==> src/rtl/bct_pkg.sv <==
// Shared constants, widths and request types for the bigram count table.
// No dependencies; imported by every module of the block.
package bct_pkg;

	// Table geometry
	localparam int TOKEN_COUNT = 27;
	localparam int COUNT_WIDTH = 20;
	localparam int DEPTH       = TOKEN_COUNT * TOKEN_COUNT;
	localparam int ADDR_W      = $clog2(DEPTH);
	localparam int ROW_W       = $clog2(TOKEN_COUNT);

	// Fixed field widths
	localparam int TOK_W     = 5;
	localparam int SYM_W     = 8;
	localparam int CNT_OUT_W = 20;
	localparam int TOT_W     = 25;
	localparam int PROB_W    = 17;
	localparam int FRAC_BITS = 16;
	localparam int STEP_W    = $clog2(FRAC_BITS + 1);
	localparam int STAT_W    = 2;

	localparam logic [COUNT_WIDTH-1:0] PAIR_MAX = '1;
	localparam logic [TOT_W-1:0]       TOT_MAX  = '1;
	localparam logic [PROB_W-1:0]      Q_ONE    = PROB_W'(1) << FRAC_BITS;

	// Symbol decode
	localparam logic [SYM_W-1:0] LETTER_FIRST = 8'd97;  // 'a'
	localparam logic [SYM_W-1:0] LETTER_LAST  = 8'd122; // 'z'
	localparam logic [SYM_W-1:0] DOT_CHAR     = 8'h2E;  // '.'
	localparam logic [TOK_W-1:0] DELIM_TOKEN  = 5'd26;

	// Result status codes
	localparam logic [STAT_W-1:0] ST_PAIR    = 2'd0;
	localparam logic [STAT_W-1:0] ST_FIRST   = 2'd1;
	localparam logic [STAT_W-1:0] ST_INVALID = 2'd2;
	localparam logic [STAT_W-1:0] ST_READ    = 2'd3;

	// Request from the controller to the count store
	typedef struct packed {
		logic                   rd;
		logic                   wr;
		logic [ADDR_W-1:0]      addr;
		logic [COUNT_WIDTH-1:0] wdata;
		logic                   tot_wr;
		logic [ROW_W-1:0]       row;
		logic [TOT_W-1:0]       tot_wdata;
	} store_req_t;

endpackage

==> src/rtl/bct_div.sv <==
// Radix-2 serial divider: floor(dividend * 2^16 / divisor), clamped to 1.0.
// One quotient bit per cycle into a shift register. Depends on bct_pkg.
module bct_div (
	input  logic                              clk,
	input  logic                              arst_n,
	input  logic                              start,
	input  logic [bct_pkg::COUNT_WIDTH-1:0]   dividend,
	input  logic [bct_pkg::TOT_W-1:0]         divisor,
	output logic                              done,
	output logic [bct_pkg::PROB_W-1:0]        quotient
);
	import bct_pkg::*;

	logic [TOT_W-1:0]  rem_q;
	logic [TOT_W-1:0]  div_q;
	logic [PROB_W-1:0] quo_q;
	logic [STEP_W-1:0] step_q;
	logic              busy_q;
	logic              done_q;
	logic [TOT_W:0]    trial;
	logic [TOT_W:0]    diff;
	logic              fits;
	logic              short_cut;

	assign trial     = {rem_q, 1'b0};
	assign diff      = trial - {1'b0, div_q};
	assign fits      = trial >= {1'b0, div_q};
	// zero total, or count not below total: answer known at once
	assign short_cut = (divisor == '0) || (dividend >= divisor);

	always_ff @(posedge clk or negedge arst_n) begin
		if (!arst_n) begin
			busy_q <= 1'b0;
			done_q <= 1'b0;
			step_q <= '0;
		end else begin
			done_q <= 1'b0;
			if (start) begin
				if (short_cut) begin
					done_q <= 1'b1;
				end else begin
					busy_q <= 1'b1;
					step_q <= STEP_W'(FRAC_BITS);
				end
			end else if (busy_q) begin
				step_q <= step_q - 1'b1;
				if (step_q == STEP_W'(1)) begin
					busy_q <= 1'b0;
					done_q <= 1'b1;
				end
			end
		end
	end

	always_ff @(posedge clk) begin
		if (start) begin
			div_q <= divisor;
			rem_q <= TOT_W'(dividend);
			if (divisor == '0) begin
				quo_q <= '0;
			end else if (dividend >= divisor) begin
				quo_q <= Q_ONE;
			end else begin
				quo_q <= '0;
			end
		end else if (busy_q) begin
			rem_q <= fits ? diff[TOT_W-1:0] : trial[TOT_W-1:0];
			quo_q <= {quo_q[PROB_W-2:0], fits};
		end
	end

	assign done     = done_q;
	assign quotient = quo_q;

endmodule

==> config.mk <==
export PLATFORM = sky130hd
export DESIGN_NAME = bct_div
export DESIGN_NICKNAME = d
export VERILOG_FILES = /design/src/rtl/bct_pkg.sv /design/src/rtl/bct_div.sv
export SDC_FILE = /design/constraint.sdc
export NUM_CORES = 1
export LEC_CHECK = 0
export CAP_MARGIN = 15
export CORE_MARGIN = 2
export CORE_UTILIZATION = 65
export DETAILED_ROUTE_END_ITERATION = 7
export DONT_BUFFER_PORTS = 1
export PLACE_DENSITY_LB_ADDON = 0.15
export SYNTH_ARGS = -nofsm -noshare
export SYNTH_HDL_FRONTEND = slang
export SYNTH_SLANG_ARGS = --single-unit
==> constraint.sdc <==
create_clock -name clk -period 3.1 [get_ports clk]
set_clock_uncertainty 0.1 [all_clocks]
set_input_delay 0.31 -clock clk [delete_from_list [all_inputs] [get_ports clk]]
set_output_delay 0.31 -clock clk [all_outputs]
set_load 0.02 [all_outputs]
==> results of run 1 <==
## report_power, final
part           leakage (uW)  total (uW)  switching, uW  internal (uW)
combinational       0.00150        2420           1440            984
clock              0.000126         932            388            544
sequential         0.000796        1560            199           1370
## synthesized netlist by cell type (8+ instances only)
| cell | n | share of area [%] |
|---|---|---|
| edfxtp_1 | 62 | 36 |
| a21oi_1 | 32 | 3.1 |
| a31oi_1 | 9 | 1.1 |
| o311ai_1 | 10 | 1.7 |
| nor2b_1 | 22 | 2.7 |
| inv_1 | 62 | 4.5 |
| ha_1 | 47 | 11 |
| nor3_1 | 8 | 0.78 |
| o21ai_0 | 27 | 2.6 |
| nand4b_1 | 14 | 2.4 |
| clkbuf_1 | 13 | 0.95 |
| nor2_1 | 22 | 1.6 |
| xnor2_1 | 13 | 2.2 |
| a21o_1 | 17 | 2.5 |
| nand2_1 | 33 | 2.4 |
| nand3_1 | 8 | 0.78 |
## cells by family (layout without fill, tap and decap cells)
group           Yosys count  in the layout  synth area share (%)
compound gates          155            155                 20.85
xor+xnor                 20             20                 3.397
fa+ha+maj                48             48                 11.79
buf+inv                  84            107                 6.455
flops                    74             74                 41.45
simple gates            146            146                 16.06
## worst max-delay path by stage
stage	start	end	slack (ns)
detailed placement	rem_q[10]	rem_q[7]	0.30
global route	rem_q[10]	rem_q[7]	0.09
finish	rem_q[1]	rem_q[2]	0.21
global placement	rem_q[10]	rem_q[7]	0.36
floorplan	rem_q[1]	rem_q[12]	0.51
CTS	rem_q[1]	rem_q[7]	0.25
## layer usage
metal / part of all wire, % / up-vias / wire length [um]
li1: - / 1999 / -
met1: 43 / 2000 / 5462
met2: 47 / 175 / 5966
met3: 8.3 / 23 / 1061
met4: 1.9 / 0 / 247
met5: 0 / - / 0
## sequential cells by signal, summed over array words and instances, names as in the netlist
signal and cells:
busy_q 1, div_q 25, done 1, quotient 17, rem_q 25, step_q 5
## worst max-delay path, stage by stage (launching register included)
cell	delay (ns)
edfxtp_1	0.42
ha_1	0.39
nor2b_4	0.16
o31a_1	0.30
o21a_2	0.29
a21o_1	0.21
o21ai_4	0.16
buf_4	0.32
nand4b_1	0.18
o311ai_0	0.14
## per-stage QoR
step | total power, uW | util [%] | hold slack [ns]
floorplan | 3405 | - | -0.08559
global placement | 3825 | 67.63 | -0.08542
detailed placement | 3873 | 67.63 | -0.08540
CTS | 4856 | 74.50 | 0.01703
global route | 5229 | 74.50 | 0.02158
finish | 4919 | 74.50 | 0.03001
## repair_timing
action / CTS / global route
endpoints found under the setup margin: 0 / 0
hold endpoints to repair: 57 / 0
hold buffers: 27 / 0
## area by class of cell
| cell class | instances | area (sq um) |
|---|---|---|
| multi-input cells | 369 | 2686 |
| clock inverters | 7 | 123.9 |
| flip-flops and latches | 74 | 2137 |
| inverters | 62 | 232.7 |
| clock buffers | 9 | 123.9 |
| fillers | 562 | 1961 |
| repair buffers | 29 | 295.3 |
| well taps | 102 | 127.6 |
==> run metrics, run 1 <==
placed cell count=609; max-slew violations=0; RD Place Congestion=0.9259; Root Driver=clkbuf_8; #FFs+latches synth=74; Top Usage Layer GRT=met2; number of DRC markers in iteration 0=442; most frequent cells in the layout=inv_1, edfxtp_1, ha_1; setup TNS=0 ns; diode count=0; pin count of the biggest net entering global routing=93; number of clock sinks=74; CTS Buffer Depth=2; sequential fraction of the synthesis area=41.45%; Max VDD drop=0.4025 mV; via count=4197; Setup crit start kind=flip-flop; Worst Path Required=3.14 ns; R2R cell count=9; Lkg Pwr=0.002423 uW; placed instance area=5199 sq um; Core ar.=7687 sq um; non-filler cells, final=652; met3 GRT Util=7.413%; area growth from synthesis to layout=11.07%; cell area after technology mapping=5156 sq um; Worst EP arrival=2.94 ns; RSZ-0062 raised after global routing=no; worst hold start=start; GRT Util Overall=30.86%; Synth Flop Type=edfxtp_1; Detailed Route WL=12.74 mm; Max-Cap Viols=0; Initial Utilization=67.07%; I/O pin count=66; GRT met2 Usage=49.76%; Worst Hold Class=primary input to flip-flop; first-pass GRT wire length=20.57 mm; Nets=641; outcome=complete, no violations; synth unique cells=64; Post-synth EDFFs=62; Post-DP HPWL=8.821 mm; Syn Nets=623; clock latency of the later-clocked register in the worst-skew pair=0.36 ns; RR Endpoint=rem_q[2]; CTS tree=yes; YS warnings=0; min Tclk post-route=2.893 ns; Syn Area/Cell=9.784 sq um; Die ar.=8661 sq um; share of cells above drive strength 1=5.818%; initial antenna violation count=0; GR Overflow Total=0; Die Y=93.07 um; Critical Path End Type=flip-flop; Setup CP Type=flip-flop to flip-flop; R2R Setup Slk=0.21 ns; Slew headroom=39.68%; Gate Count Post-Synth=527; Worst-path clk slew=0.08 ns; die span in x=93.07 um; hold path cells=2; Final setup viols=0; Fin. Hold Viols=0; WL per Instance=19.54 um; crit-path max FO=26; power per standard cell area=858.9 nW/um^2; Residual DRC=0; Tightest Pin Transition=0.9048 ns; Worst R2R Start=rem_q[1]; cts repair resizes=0; CTS H-tree depth=3; worst hold endpoint=done; pre-CTS setup slack=0.2977 ns; # rows=32; Fmax achieved=345.6 MHz; Vias/cell=6.437; post-route ant nets=0; Pre-Repair DR Iteration Count=5; ratio of final minimum period to clock period=93.33%; CTS Buf Count=9; vias in the first global route=4023; final worst slack=0.2068 ns; cell area after layout=5727 sq um; postcts setup bufs=0; IO Port Bufs=0; M1 GR Usage=42.06%; Post-synth ARST share=9.459%
Power figures use the tool's default switching activity.
==> inputs of run 2 (changes only) <==
Settings changed: ABC_AREA from default to 1.
==> run 2 against run 1 <==
Wire length increased by 28%; maximum frequency increased by 13%; critical path depth increased by 2; setup slack improved by 0.34 ns; first-iteration DRC count decreased by 13%; register-to-register slack improved by 0.34 ns; sequential power about the same; area after synthesis increased by 15%; flip-flop and latch count unchanged; clock power decreased by 25%; via count increased by 31%; cell count increased by 53%; largest cell class unchanged.
==> run metrics, run 2 <==
CTS Buf Count=9 (unchanged); # rows=34 (was 32); Syn Nets=950 (was 623); clock latency of the later-clocked register in the worst-skew pair=0.36 ns (about the same); GRT Util Overall=34.58% (was 30.86%); Syn Area/Cell=6.927 sq um (was 9.784 sq um); most common cell after layout, fill and taps aside=nand2_1; Root Driver=clkbuf_8 (unchanged); Synth Flop Type=edfxtp_1 (unchanged); power per standard cell area=798.5 nW/um^2 (was 858.9 nW/um^2); Detailed Route WL=16.36 mm (was 12.74 mm); Core Util, Final=73.80% (was 74.50%); min Tclk post-route=2.552 ns (was 2.893 ns); Tightest Pin Transition=0.5000 ns (was 0.9048 ns); area growth from synthesis to layout=9.327% (was 11.07%); number of clock sinks=74 (unchanged); Setup CP Type=flip-flop to flip-flop (unchanged); CTS tree=yes (unchanged); Worst R2R Start=rem_q[19] (was rem_q[1]); setup TNS=0 ns (unchanged); crit-path max FO=25 (was 26); Slew headroom=66.66% (was 39.68%); Die Y=99.40 um (was 93.07 um); WL per Instance=16.40 um (was 19.54 um); Core ar.=8763 sq um (was 7687 sq um); share of cells above drive strength 1=5.062% (was 5.818%); sequential fraction of the synthesis area=36.13% (was 41.45%); CTS Buffer Depth=2 (unchanged); Lkg Pwr=0.003538 uW (was 0.002423 uW); Synth area leaders=edfxtp_1, nand2_1, inv_1 (was edfxtp_1, ha_1, inv_1); Post-synth ARST share=9.459% (unchanged); diode count=0 (unchanged); cts repair resizes=0 (unchanged); first-pass GRT wire length=26.98 mm (was 20.57 mm); via count=5494 (was 4197); Residual DRC=0 (unchanged); #FFs+latches synth=74 (unchanged); max-slew violations=0 (unchanged); ratio of final minimum period to clock period=82.32% (was 93.33%); RD Place Congestion=1.041 (was 0.9259); most frequent cells in the layout=nand2_1, inv_1, nor2_1 (was inv_1, edfxtp_1, ha_1); Worst-path clk slew=0.09 ns (was 0.08 ns); Post-synth EDFFs=62 (unchanged); Worst Setup SP=rem_q[19] (was rem_q[1]); synth unique cells=36 (was 64); die span in x=99.40 um (was 93.07 um); Nets=980 (was 641); area leader, netlist=edfxtp_1 (unchanged); most frequent cell after synthesis=nand2_1; Worst Path Required=3.13 ns (was 3.14 ns); Worst Hold Class=primary input to flip-flop (unchanged); vias in the first global route=5680 (was 4023); GR Overflow Total=0 (unchanged); Vias/cell=5.511 (was 6.437); Initial Utilization=67.50% (was 67.07%); I/O pin count=66 (unchanged); IO Port Bufs=0 (unchanged); Die ar.=9880 sq um (was 8661 sq um); Critical Path End Type=flip-flop (unchanged); synth cell count leaders=nand2_1, inv_1, nor2_1 (was edfxtp_1, inv_1, ha_1); cell area after technology mapping=5916 sq um (was 5156 sq um); Post-DP HPWL=12.08 mm (was 8.821 mm); post-synth top area share=31.47% (was 36.11%); Max VDD drop=0.5048 mV (was 0.4025 mV); initial antenna violation count=0 (unchanged); number of DRC markers in iteration 0=383 (was 442); post-route ant nets=0 (unchanged); CTS H-tree depth=3 (unchanged); Final setup viols=0 (unchanged); RSZ-0062 raised after global routing=no (unchanged); Pre-Repair DR Iteration Count=5 (unchanged); worst hold start=start (unchanged); Gate Count Post-Synth=854 (was 527); pin count of the biggest net entering global routing=42 (was 93); Setup crit start kind=flip-flop (unchanged); outcome=complete, no violations (unchanged); Max-Cap Viols=0 (unchanged); Fmax achieved=391.9 MHz (was 345.6 MHz); Worst EP arrival=2.58 ns (was 2.94 ns); Fin. Hold Viols=0 (unchanged); YS warnings=0 (unchanged)
==> run 2: cell count changes after synthesis, moves of 15 or more <==
cell,before,now
nand2_1,33,293
inv_1,62,186
nand3_1,8,58
nor2_1,22,63
nand4_1,6,37
nor2b_1,22,0
o21ai_0,27,7
a21o_1,17,2
a21oi_1,32,17
==> run 2: path summary, 6_finish.rpt <==
path / endpoint / slack [ns] / cells after the start
max reg2reg: rem_q[19] / 0.55 / 11
min in group asynchronous: step_q[1] / 0.19 / 1
max: rem_q[19] / 0.55 / 11
min: step_q[0] / 0.02 / 3
max in group asynchronous: done / 2.46 / 1
min reg2reg: rem_q[24] / 0.38 / 2
==> run 2: critical path: stages (launching register included) <==
cell and delay (ns):
edfxtp_1 0.40, ha_1 0.39, nand2_1 0.17, nor2_1 0.09
nand2_1 0.13, clkinv_1 0.12, a21oi_4 0.20, nand3_4 0.28
nand2_1 0.24, nand2_1 0.08, nand2_1 0.06, nand2_1 0.04
==> run 2: power breakdown <==
part | switching [uW] | internal, uW
registers | 180 | 1350
clock network | 403 | 295
logic | 1920 | 1020
==> run 2: through the flow <==
step,cell area (sq um),total power (uW),hold WS [ns],instances,setup slack [ns]
5_1_grt,6467,5597,0.02726,997,0.3572
2_1_floorplan,5916,3752,-0.08559,854,1.006
3_3_place_gp,6018,4293,-0.08541,954,0.6484
3_5_place_dp,6018,4366,-0.08539,954,0.5625
4_1_cts,6467,5094,0.001509,997,0.5505
6_report,6467,5164,0.02237,997,0.5481
==> run 2: repair_timing <==
action,CTS,global route
hold endpoints to repair,57,0
hold buffers,27,0
buffers inserted,0,0
==> run 2: routing by layer <==
metal / vias to the layer above / wire (um) / GRT usage, %
met4: 0 / 489 / 13.28
met5: - / 0 / 0
met1: 2474 / 6574 / 42.90
met2: 263 / 7755 / 58.89
li1: 2715 / - / -
met3: 42 / 1536 / 7.941
==> run 2: layout make-up <==
class	instances	area [sq um]
Fill cell	701	2296
Clock inverter	6	41.29
Timing Repair Buffer	33	325.3
Clock buffer	10	127.6
Tap cell	108	135.1
Inverter	196	735.7
Sequential cell	74	2137
Multi-Input combinational cell	570	2965
==> run 2: cells by family after synthesis <==
| kind of cell | count (synthesis) | share of synthesized area (%) |
|---|---|---|
| AO/OA/AOI/OAI | 31 | 3.067 |
| XOR/XNOR | 13 | 1.925 |
| adder cells (fa/ha/maj) | 48 | 10.28 |
| buffers and inverters | 210 | 13.75 |
| flip-flops | 74 | 36.13 |
| AND/OR/NAND/NOR | 478 | 34.86 |
==> inputs of run 3 (changes only) <==
Settings changed: CORE_UTILIZATION 65 to 59.
Clock period 3.1 ns to 2.1 ns, I/O delays scaled along.
==> run 3 against run 2 <==
The flow now finishes with violations (setup timing); core utilization rose by 11 points; sequential share of layout area is 7.1 points lower; first-iteration DRC count increased by 140%; non-clock buffer count up 109; clock power grew 46%; sequential power is 57% higher; die area up 9.7%; combinational power grew to 2.8 times the previous value; final area increased by 27%; hold slack worse by 0.015 ns; wire length increased by 44%; largest cell class unchanged.
==> run metrics, run 3 (synthesized netlist as in run 2, its figures left out) <==
total chip power=11530 uW (was 5164 uW); # rows=36 (was 34); via count=6803 (was 5494); Initial Utilization=60.52% (was 67.50%); Cell Int Power=6010 uW (was 2666 uW); RD Place Congestion=0.9595 (was 1.041); Worst EP arrival=2.54 ns (was 2.58 ns); post-route ant nets=0 (unchanged); Fin. Hold Viols=0 (unchanged); setup TNS=-8.068 ns (was 0 ns); Setup crit start kind=flip-flop (unchanged); IO Port Bufs=0 (unchanged); I/O pin count=66 (unchanged); Residual DRC=0 (unchanged); Clk network pwr share=8.9% (was 13.5%); CP max-delay cell=edfxtp_1 (unchanged); vias in the first global route=6413 (was 5680); Final setup viols=26 (was 0); Reg power frac=20.8% (was 29.7%); buffers and inverters on the worst path=3 (was 1); Tightest Pin Transition=0.5355 ns (was 0.5000 ns); Critical Path End Type=flip-flop (unchanged); ratio of final minimum period to clock period=120.0% (was 82.32%); initial antenna violation count=0 (unchanged); Vias/cell=6.015 (was 5.511); RR Endpoint=rem_q[5] (was rem_q[19]); Post-DP HPWL=12.75 mm (was 12.08 mm); share of cells above drive strength 1=26.85% (was 5.062%); pin count of the biggest net entering global routing=62 (was 42); hold path cells=2 (was 3); GR Overflow Total=0 (unchanged); critical path, cell by cell=fa_2 > inv_2 > buf_4 > nand3_2 > nand3_4 > nand2_4 > nand3_4 > buf_8 > nand2_1 > nand3_1 > nand2_1 (was ha_1 > nand2_1 > nor2_1 > nand2_1 > clkinv_1 > a21oi_4 > nand3_4 > nand2_1 > nand2_1 > nand2_1 > nand2_1); Slew headroom=64.17% (was 66.66%); Max VDD drop=0.6620 mV (was 0.5048 mV); Die Y=104.1 um (was 99.40 um); most frequent cells in the layout=nand2_1, inv_1, buf_4 (was nand2_1, inv_1, nor2_1); GRT Util Overall=36.50% (was 34.58%); CTS tree=yes (unchanged); Worst Path Required=2.12 ns (was 3.13 ns); Switching Fraction=47.90% (was 48.37%); final worst slack=-0.4206 ns (was 0.5481 ns); Detailed Route WL=23.50 mm (was 16.36 mm); max-slew violations=0 (unchanged); number of DRC markers in iteration 0=910 (was 383); R2R Setup Slk=-0.42 ns (was 0.55 ns); crit-path max cell delay=0.47 ns (was 0.40 ns); outcome=complete, but fails checks (was complete, no violations); Nets=1089 (was 980); Worst Hold Class=primary input to flip-flop (unchanged); Top Family by Delay on Critical Path=simple AND/OR/NAND/NOR gates (unchanged); number of clock sinks=74 (unchanged); Fmax achieved=396.7 MHz (was 391.9 MHz); CTS H-tree depth=3 (unchanged); pre-CTS setup slack=-0.3202 ns (was 0.5625 ns); Setup CP Type=flip-flop to flip-flop (unchanged); CTS Buf Count=9 (unchanged); Core ar.=9774 sq um (was 8763 sq um); Worst-path clk slew=0.09 ns (about the same); Die ar.=10840 sq um (was 9880 sq um); worst hold start=start (unchanged); most common cell after layout, fill and taps aside=nand2_1 (unchanged); fillers=531 (was 701); clock latency of the later-clocked register in the worst-skew pair=0.37 ns (was 0.36 ns); CTS Buffer Depth=2 (unchanged); worst hold endpoint=rem_q[9] (was step_q[0]); Root Driver=clkbuf_8 (unchanged); Pre-Repair DR Iteration Count=8 (was 5); die span in x=104.1 um (was 99.40 um); Max-Cap Viols=0 (unchanged); WL per Instance=20.78 um (was 16.40 um); failing checks=setup timing; placed cell count=1042 (was 954); RSZ-0062 raised after global routing=yes (was no); Lkg Pwr=0.004246 uW (was 0.003538 uW); R2R cell count=11 (unchanged); area of the multi-input gates=3717 sq um (was 2965 sq um); Logic pwr share=70.4% (was 56.8%); non-filler cells, final=1131 (was 997); area growth from synthesis to layout=39.34% (was 9.327%); Worst R2R Start=div_q[0] (was rem_q[19]); crit-path max FO=7 (was 25); min Tclk post-route=2.521 ns (was 2.552 ns); Worst Setup SP=div_q[0] (was rem_q[19]); power per standard cell area=1399 nW/um^2 (was 798.5 nW/um^2); Sw Pwr=5525 uW (was 2498 uW); diode count=0 (unchanged); Reg area=2137 sq um (unchanged); first-pass GRT wire length=31.11 mm (was 26.98 mm)
-- run 3: changes by cell type in the layout (fill, tap and decap cells not counted), moves of 18 or more --
cell	previous run	this run
inv_1	186	166
dlygate4sd3_1	26	44
nand2_2	7	43
nand2_1	293	238
ha_1	47	25
inv_2	5	26
ha_4	0	22
buf_4	6	79
-- run 3: stage by stage --
stage	area (sq um)	hold slack, ns	utilization, %
floorplan	5916	-0.1856	-
global placement	6523	-0.1854	66.73
detailed placement	6523	-0.1854	66.73
CTS	7776	0.0006542	79.56
global route	8243	0.02100	84.33
finish	8243	0.007741	84.33
-- run 3: power groups by stage --
| stage | sequential, uW | clock [uW] | combinational (uW) |
|---|---|---|---|
| 3_3_place_gp | 2260 | 0 | 4920 |
| 5_1_grt | 2410 | 1050 | 8540 |
| 4_1_cts | 2350 | 987 | 6300 |
| 6_report | 2400 | 1020 | 8120 |
| 3_5_place_dp | 2280 | 0 | 5020 |
| 2_1_floorplan | 2220 | 0 | 3320 |
-- run 3: layout make-up --
class                           instances  share of cell area [%]
Clock buffer                           13                   1.806
Timing Repair Buffer                  142                   16.01
Tap cell                              133                   2.019
Multi-Input combinational cell        570                   45.10
Sequential cell                        74                   25.93
Inverter                              196                   8.925
Clock inverter                          3                  0.2125
-- run 3: worst max path at each step --
stage	depth (start not counted)	slack, ns	endpoint
6_report	11	-0.42	rem_q[5]
4_1_cts	14	-0.09	rem_q[15]
2_1_floorplan	12	0.006	rem_q[1]
3_5_place_dp	11	-0.32	rem_q[19]
3_3_place_gp	11	-0.30	rem_q[19]
5_1_grt	12	-0.42	rem_q[3]
-- run 3: per-layer routing --
metal / GRT usage (%) / routed length (um) / up-vias
li1: - / - / 2943
met1: 43.45 / 7702 / 3024
met2: 61.65 / 10700 / 629
met3: 7.832 / 2950 / 207
met4: 19.79 / 2140 / 0
met5: 0 / 0 / -
-- run 3: what timing repair did --
item                                   in CTS  in global routing
setup buffers                              15                 11
gates resized for setup                    90                104
gates cloned                                1                  2
pin swaps                                  31                 57
endpoints found under the hold margin      93                  0
setup endpoints to repair                  26                 26
hold buffers                               45                  0
